--- config.mk ---
export PLATFORM = sky130hd
export DESIGN_NAME = rgbcc_gamma
export DESIGN_NICKNAME = d
export VERILOG_FILES = /design/src/hw/rtl/rgbcc_pkg.sv /design/src/hw/rtl/rgbcc_gamma.sv
export SDC_FILE = /design/constraint.sdc
export NUM_CORES = 1
export LEC_CHECK = 0
export BUFFER_PORTS_ARGS = -buffer_cell sky130_fd_sc_hd__buf_4
export CORE_ASPECT_RATIO = 0.75
export CORE_MARGIN = 2
export CORE_UTILIZATION = 60
export DETAILED_ROUTE_END_ITERATION = 6
export GPL_TIMING_DRIVEN = 0
export PLACE_DENSITY = 0.8
export SYNTH_ARGS = -nofsm -noshare
export SYNTH_HDL_FRONTEND = slang
export SYNTH_SLANG_ARGS = --single-unit
--- constraint.sdc ---
create_clock -name clk -period 8.3 [get_ports clk]
set_input_delay 0.415 -clock clk [delete_from_list [all_inputs] [get_ports clk]]
set_output_delay 0.415 -clock clk [all_outputs]
set_load 0.05 [all_outputs]
--- src/hw/rtl/rgbcc_pkg.sv ---
// shared types, constants and gamma tables for the rgb color correction pipeline
package rgbcc_pkg;

  localparam int CH_W     = 13;
  localparam int CFG_W    = 48;
  localparam int CFG_IDX_W = 3;
  localparam int GAIN_W   = 16;
  localparam int ROM_W    = 17;

  localparam logic [CFG_IDX_W-1:0] REG_MODE  = 3'd0;
  localparam logic [CFG_IDX_W-1:0] REG_WB    = 3'd1;
  localparam logic [CFG_IDX_W-1:0] REG_LUMA  = 3'd2;
  localparam logic [CFG_IDX_W-1:0] REG_CCM_R = 3'd3;
  localparam logic [CFG_IDX_W-1:0] REG_CCM_G = 3'd4;
  localparam logic [CFG_IDX_W-1:0] REG_CCM_B = 3'd5;
  localparam logic [CFG_IDX_W-1:0] REG_OFFS  = 3'd6;
  localparam logic [CFG_IDX_W-1:0] REG_EXPO  = 3'd7;

  localparam int MB_LIN  = 0;
  localparam int MB_WB   = 1;
  localparam int MB_LUMA = 2;
  localparam int MB_CCM  = 3;
  localparam int MB_CENC = 4;
  localparam int MB_OFFS = 5;
  localparam int MB_EXPO = 6;

  typedef logic [6:0] mode_t;

  function automatic logic [ROM_W-1:0] decode_rom(input logic [5:0] i);
    logic [ROM_W-1:0] r;
    case (i)
      6'd0: r = 17'd0;      6'd1: r = 17'd32;     6'd2: r = 17'd147;
      6'd3: r = 17'd359;    6'd4: r = 17'd676;    6'd5: r = 17'd1104;
      6'd6: r = 17'd1648;   6'd7: r = 17'd2314;   6'd8: r = 17'd3104;
      6'd9: r = 17'd4022;   6'd10: r = 17'd5072;  6'd11: r = 17'd6255;
      6'd12: r = 17'd7574;  6'd13: r = 17'd9033;  6'd14: r = 17'd10632;
      6'd15: r = 17'd12375; 6'd16: r = 17'd14263; 6'd17: r = 17'd16298;
      6'd18: r = 17'd18482; 6'd19: r = 17'd20817; 6'd20: r = 17'd23303;
      6'd21: r = 17'd25880; 6'd22: r = 17'd28739; 6'd23: r = 17'd31692;
      6'd24: r = 17'd34803; 6'd25: r = 17'd38073; 6'd26: r = 17'd41504;
      6'd27: r = 17'd45097; 6'd28: r = 17'd48854; 6'd29: r = 17'd52774;
      6'd30: r = 17'd56861; 6'd31: r = 17'd61115;
      default: r = 17'd65536;
    endcase
    return r;
  endfunction

  function automatic logic [ROM_W-1:0] encode_rom(input logic [5:0] i);
    logic [ROM_W-1:0] r;
    case (i)
      6'd0: r = 17'd0;      6'd1: r = 17'd13562;  6'd2: r = 17'd18585;
      6'd3: r = 17'd22346;  6'd4: r = 17'd25405;  6'd5: r = 17'd28186;
      6'd6: r = 17'd30621;  6'd7: r = 17'd32844;  6'd8: r = 17'd34899;
      6'd9: r = 17'd36819;  6'd10: r = 17'd38625; 6'd11: r = 17'd40335;
      6'd12: r = 17'd41962; 6'd13: r = 17'd43517; 6'd14: r = 17'd45008;
      6'd15: r = 17'd46442; 6'd16: r = 17'd47824; 6'd17: r = 17'd49160;
      6'd18: r = 17'd50454; 6'd19: r = 17'd51710; 6'd20: r = 17'd52929;
      6'd21: r = 17'd54117; 6'd22: r = 17'd55273; 6'd23: r = 17'd56401;
      6'd24: r = 17'd57503; 6'd25: r = 17'd58580; 6'd26: r = 17'd59634;
      6'd27: r = 17'd60665; 6'd28: r = 17'd61677; 6'd29: r = 17'd62668;
      6'd30: r = 17'd63641; 6'd31: r = 17'd64597;
      default: r = 17'd65536;
    endcase
    return r;
  endfunction

endpackage

--- src/hw/rtl/rgbcc_gamma.sv ---
// two-stage gamma table lookup with linear interpolation, one channel
module rgbcc_gamma
  import rgbcc_pkg::*;
#(
  parameter int PIXEL_FRAC_BITS = 12,
  parameter bit ENCODE = 1'b0
) (
  input  logic                     clk,
  input  logic [PIXEL_FRAC_BITS:0] v_in,
  output logic [PIXEL_FRAC_BITS:0] v_out
);

  localparam int PW = PIXEL_FRAC_BITS + 1;
  localparam int FB = PIXEL_FRAC_BITS - 5;
  localparam int PROD_W = ROM_W + FB;

  logic [5:0]       idx;
  logic [FB-1:0]    frac;
  logic [ROM_W-1:0] lo, hi;
  logic [ROM_W-1:0] lo_r, diff_r;
  logic [FB-1:0]    frac_r;
  logic [PROD_W-1:0] prod;
  logic [ROM_W-1:0] q16;
  logic [ROM_W+PIXEL_FRAC_BITS:0] scaled;

  // v*32/ONE: index is top bits, remainder in units of 1/ONE is low bits << 5
  assign idx  = 6'(v_in >> FB);
  assign frac = v_in[FB-1:0];

  always_comb begin
    if (ENCODE) begin
      lo = encode_rom(idx);
      hi = encode_rom(6'(idx + 6'd1));
    end else begin
      lo = decode_rom(idx);
      hi = decode_rom(6'(idx + 6'd1));
    end
    if (idx >= 6'd32) begin
      hi = lo;
    end
  end

  always_ff @(posedge clk) begin
    lo_r   <= lo;
    diff_r <= hi - lo;
    frac_r <= frac;
  end

  assign prod   = PROD_W'(diff_r) * PROD_W'(frac_r);
  assign q16    = lo_r + ROM_W'(prod >> FB);
  assign scaled = ((ROM_W+PIXEL_FRAC_BITS+1)'(q16) << PIXEL_FRAC_BITS)
                  + (ROM_W+PIXEL_FRAC_BITS+1)'(32768);

  always_ff @(posedge clk) begin
    v_out <= PW'(scaled >> 16);
  end

endmodule

==> results of run 1 <==
==> through the flow <==
stage | setup WS, ps | utilization, %
2_1_floorplan | 1201 | -
3_3_place_gp | 300.9 | 64.85
3_5_place_dp | 180.5 | 64.85
4_1_cts | 139.6 | 66.09
5_1_grt | -13.89 | 66.26
6_report | 508.4 | 66.26
==> worst max-delay path, delay by kind of cell (launching register included) <==
| family | cells | cell delay (ps) |
|---|---|---|
| adder cells (fa/ha/maj) | 6 | 2730 |
| AO/OA/AOI/OAI | 12 | 2450 |
| AND/OR/NAND/NOR | 5 | 970 |
| buffers and inverters | 5 | 600 |
| flip-flops | 1 | 420 |
| multiplexers | 1 | 360 |
| XOR/XNOR | 1 | 210 |
==> worst max-delay path by stage <==
stage                   endpoint              start  slack [ps]
2_1_floorplan  v_out[12]$_DFF_P_  frac_r[6]$_DFF_P_        1200
3_3_place_gp   v_out[12]$_DFF_P_  frac_r[6]$_DFF_P_         300
3_5_place_dp   v_out[12]$_DFF_P_  frac_r[6]$_DFF_P_         180
4_1_cts        v_out[12]$_DFF_P_  frac_r[6]$_DFF_P_         140
5_1_grt        v_out[12]$_DFF_P_  frac_r[6]$_DFF_P_         -10
6_report       v_out[12]$_DFF_P_  frac_r[6]$_DFF_P_         510
==> cells by family (layout without fill, tap and decap cells) <==
group,count (synthesis),in the layout,share of synthesized area [%]
DFF,54,54,13.45
xor gates and xnor gates,50,50,5.447
buffers and inverters,168,200,7.952
AOI/OAI and AO/OA,211,211,17.41
muxes,5,5,0.6380
and+or+nand+nor,363,363,22.36
adders and majority gates,166,166,32.74
==> cell type report <==
class / count / area (um2)
fillers: 1108 / 4392
clock inverters: 1 / 8.758
plain buffers: 45 / 188.9
inverters: 122 / 457.9
well taps: 171 / 214.0
repair buffers: 25 / 187.7
multi-input cells: 795 / 6330
clock buffers: 7 / 152.6
flip-flops and latches: 54 / 1086
==> what timing repair did <==
action / 4_1_cts / 5_1_grt
hold buffers: 0 / 0
setup endpoints to repair: 0 / 3
gates resized for setup: 0 / 20
==> state kept, by name, indices dropped and copies added, names as in the netlist <==
name and flops:
diff_r 17, lo_r 17, v_out 13, frac_r 7
==> cells in the mapped netlist, drive strengths merged, types with 3 or more instances <==
library cell | number | area (um2)
ha | 92 | 1151
clkbuf | 39 | 146.4
a2111oi | 4 | 35.03
o2111ai | 4 | 35.03
a21oi | 59 | 295.3
nand2 | 109 | 409.1
a211oi | 11 | 87.58
and3 | 12 | 75.07
nor2 | 73 | 274.0
xnor2 | 34 | 297.8
o221ai | 3 | 32.53
dfxtp | 54 | 1081
o311ai | 4 | 35.04
o211ai | 14 | 110.1
a21o | 5 | 37.54
xor2 | 16 | 140.1
nor3b | 3 | 27.52
o31ai | 4 | 30.03
a211o | 7 | 61.31
or2 | 5 | 31.28
inv | 121 | 454.2
and2 | 73 | 456.7
a21boi | 4 | 33.78
nor2b | 11 | 68.82
or3 | 5 | 31.28
and4 | 3 | 26.28
o21bai | 5 | 37.54
a31oi | 7 | 43.79
nand2b | 6 | 37.54
o21a | 5 | 37.54
o21ai | 50 | 254.0
a221oi | 3 | 26.28
mux2i | 4 | 40.04
a311oi | 5 | 43.79
buf | 7 | 35.03
fa | 74 | 1481
nand4 | 8 | 50.05
nor3 | 25 | 130.1
nand3 | 22 | 115.1
==> routing by layer <==
layer / up-vias / routed length [um] / global-route usage [%]
met4: 0 / 191 / 3.314
met3: 28 / 2323 / 9.016
li1: 3494 / - / -
met5: - / 0 / 0
met2: 332 / 9053 / 45.20
met1: 3462 / 9787 / 47.43
==> key figures, run 1 <==
Synthesis
  • FFs w/ async S/R, synth: 0%
  • Cell count after synthesis: 1,017
  • Avg Inst Size Synth: roughly 7.9 um2
  • Yosys reg bits: 54
  • Most common flop cell mapped by yosys: dfxtp_1
  • Netlist cell types: 73
  • YS warnings: 0
  • Post-synthesis sequential area ratio: 13.45%
  • Syn Nets: 1,197
  • Area of the mapped netlist: 8040 um2
  • Post-synth EDFFs: 0

Clock tree
  • H-Tree Level Count: 2
  • CTS Buffer Depth: 2
  • Number of buffers created by CTS: 5
  • CTS root buf: clkbuf_16
  • Setup Fix Bufs, Post-CTS: 0
  • Clock sinks: 54
  • Clock Latency Late Sink: 290 ps
  • CTS tree: yes
  • Worst-path clk slew: 70 ps

STA
  • Final TNS setup: 0 ps
  • # setup viols final: 0
  • Final period utilization: 93.87%
  • Min Tclk post-route: slightly below 8000 ps
  • Worst-margin pin slew: 728.0 ps
  • Count of pins over their slew limit: 0
  • Maximum clock frequency: roughly 130 MHz
  • Hold WS: 216.7 ps
  • Clock Skews: 5.730 ps
  • Worst slew margin: 51.30%
  • Final hold vios: 0

Route
  • DRT antenna net count: 0
  • DRT iter0 DRCs: 669
  • Vias/cell: 5.997
  • Via count: 7,316
  • Final wirelength: 21.36 mm
  • Routed WL per cell: 17.50 um
  • First drt pass iteration count: 5
  • Remaining DRCs: 0

Final layout
  • Final nets: 1,228
  • Area Overhead vs Synth: 7.283%
  • Layout Cells excl Fill: 1,220
  • Most common cell after layout, fill and taps aside: inv_1
  • Commonest cells after routing, fill and taps aside: 121 x inv_1, 109 x nand2_1, 92 x ha_1
  • Final instance area: 8626 um2
  • Share of layout cells above drive strength 1: 5.910%
  • # diodes: 0

Critical path
  • CP Capture Type: flip-flop
  • Reg2reg end: v_out[12]$_DFF_P_
  • Arr. time, crit path: between 8000 and 9000 ps
  • Worst stage delay on the critical path: 550 ps
  • Critical path type: flip-flop to flip-flop
  • R2r startpoint: frac_r[6]$_DFF_P_
  • Worst-path fanout max: 10
  • Worst setup SP type: flip-flop
  • Reg2reg path depth: 30
  • R2r setup slk: around 500 ps
  • CP required: 8520 ps
  • Slowest-stage cell, CP: fa_1

Global routing
  • Largest net degree at the start of global routing: 17
  • GRT Resource Usage Total: 31.22%
  • Total gr overflow: 0
  • First-pass GRT wire length: 35.62 mm
  • Initial antenna violation count: 0
  • Vias in the first global route: between 7,000 and 8,000

Place
  • PortBufs: 25
  • Post-DP HPWL: 16.94 mm
  • GPL Wtd Cong: 0.9814
  • Dpl cell area: 8442 um2
  • Dpl cells: 1,213

Hold path
  • Hold Crit Depth: 1
  • Worst min-delay path class: input port to flip-flop
  • Hold Path End: frac_r[1]$_DFF_P_
  • Hold_sp: v_in[1]

Floorplanning
  • Die area: 14,350 um2
  • Die H: 104.3 um
  • # IOs: 27
  • Total core area: roughly 13,000 um2
  • Width of the die: 137.7 um
  • Site row count: 36
  • Initial core utilization: 61.76%

Run
  • Max-Cap Viols: 0

Outcome
  • Status: completed
Power of run 1 is left out: the tool's default activity adds up to more than one toggle a clock period on the data nets, which glitch-free logic cannot reach.
==> run 2, diff against run 1 <==
MAX_ROUTING_LAYER = met4   (was not set)
==> key figures, run 2 (same netlist as run 1, synthesis figures left out) <==
Outcome
  • Status: completed

Clock tree
  • H-Tree Level Count: 2
  • Number of buffers created by CTS: 5
  • CTS Buffer Depth: 2
  • Clock Latency Late Sink: 300 ps
  • CTS tree: yes
  • Setup Fix Bufs, Post-CTS: 0
  • Clock sinks: 54
  • CTS root buf: clkbuf_16
  • Worst-path clk slew: ~80 ps

Critical path
  • Worst path top cell family by delay: adder cells
  • Critical path type: flip-flop to flip-flop
  • CP Capture Type: flip-flop
  • Slowest-stage cell, CP: fa_1
  • Worst stage delay on the critical path: around 550 ps
  • Arr. time, crit path: between 8000 and 9000 ps
  • Worst-path fanout max: 10
  • Worst setup SP type: flip-flop
  • Worst path bufs/invs: 4
  • CP required: 8510 ps
  • Most Frequent Cell on Critical Path: fa_1

Place
  • Dpl cells: 1,213
  • GPL Wtd Cong: 0.9614
  • Post-DP HPWL: 17.46 mm
  • Pre-CTS WS: 293.7 ps
  • PortBufs: 25

STA
  • Worst-margin pin slew: 722.9 ps
  • Maximum clock frequency: 127.3 MHz
  • Final worst slack: 441.9 ps
  • Final period utilization: between 90% and 100%
  • Worst slew margin: approximately 51%
  • Final hold vios: 0
  • # setup viols final: 0
  • Final TNS setup: 0 ps
  • Clock Skews: 7.277 ps
  • Unrepaired setup endpoints after global routing: false
  • Count of pins over their slew limit: 0
  • Min Tclk post-route: 7858 ps

Floorplanning
  • Initial core utilization: 61.76%
  • # IOs: 27
  • Width of the die: 137.7 um
  • Total core area: about 13,000 um2
  • Die area: 14,350 um2
  • Site row count: 36
  • Die H: 104.3 um

Final layout
  • End-of-flow core utilization: roughly 66%
  • Layout Cells excl Fill: between 1,000 and 1,500
  • Final nets: 1,228
  • Share of layout cells above drive strength 1: roughly 5.7%
  • Commonest cells after routing, fill and taps aside: 121 x inv_1, 109 x nand2_1, 92 x ha_1
  • Top Registers: diff_r: 17 flops, lo_r: 17 flops, v_out: 13 flops
  • Area Overhead vs Synth: 7.298%
  • Most common cell after layout, fill and taps aside: inv_1

Route
  • Routed WL per cell: 18.04 um
  • Via count: 7,461
  • Remaining DRCs: 0
  • DRT antenna net count: 0
  • DRT iter0 DRCs: 669
  • First drt pass iteration count: 6
  • Final wirelength: approximately 22 mm
  • Vias/cell: 6.111

Global routing
  • First-pass GRT wire length: 35.69 mm
  • Vias in the first global route: 7,010
  • Largest net degree at the start of global routing: 18
  • Initial antenna violation count: 1
  • Total gr overflow: 0
  • GRT Resource Usage Total: 32.50%

Hold path
  • Worst min-delay path class: input port to flip-flop

Run
  • Max-Cap Viols: 0
-- run 2: area by class of cell --
class	instances	area, um2
timing repair buffer	25	187.7
inverter	122	457.9
buffer	45	186.4
multi-input combinational	795	6325
fill	1104	4390
sequential	54	1085
tap	171	214.0
antenna	1	2.502
clock inverter	3	43.79
clock buffer	5	125.1
-- run 2: final timing paths --
| check | start | end | slack (ps) | cells past startpoint |
|---|---|---|---|---|
| max | frac_r[3]$_DFF_P_ | v_out[12]$_DFF_P_ | 440 | 28 |
| min | v_in[5] | frac_r[5]$_DFF_P_ | 210 | 1 |
| max reg2reg | frac_r[3]$_DFF_P_ | v_out[12]$_DFF_P_ | 440 | 28 |
| min reg2reg | lo_r[9]$_DFF_P_ | v_out[5]$_DFF_P_ | 680 | 2 |
-- run 2: worst reg2reg max path: cells and delay by family (launching register included) --
kind	cells	cell delay, ps
compound gates	11	2120
simple gates	5	1110
mux	1	350
flops	1	520
fa+ha+maj	6	2710
buf+inv	4	720
xor+xnor	1	240
-- run 2: per-layer routing --
layer | GRT usage (%) | vias to the layer above | part of all wire (%)
met5 | - | - | 0
met2 | 45.63 | 350 | 42
met1 | 48.95 | 3595 | 46
li1 | - | 3488 | -
met4 | 3.461 | 0 | 0.66
met3 | 7.797 | 28 | 11
-- run 2: timing repair --
| item | CTS | global route |
|---|---|---|
| resized for setup | 0 | 15 |
| hold buffers | 0 | 0 |
| endpoints found under the setup margin | 0 | 2 |
-- run 2: metrics by stage --
| step | area (um2) | hold slack (ps) |
|---|---|---|
| finish | 8627 | 213.7 |
| global route | 8627 | 205.6 |
| CTS | 8611 | 210.5 |
| detailed placement | 8442 | 520.8 |
| global placement | 8442 | 519.6 |
| floorplan | 8040 | 442.7 |
Power of run 2 is left out for the same reason.
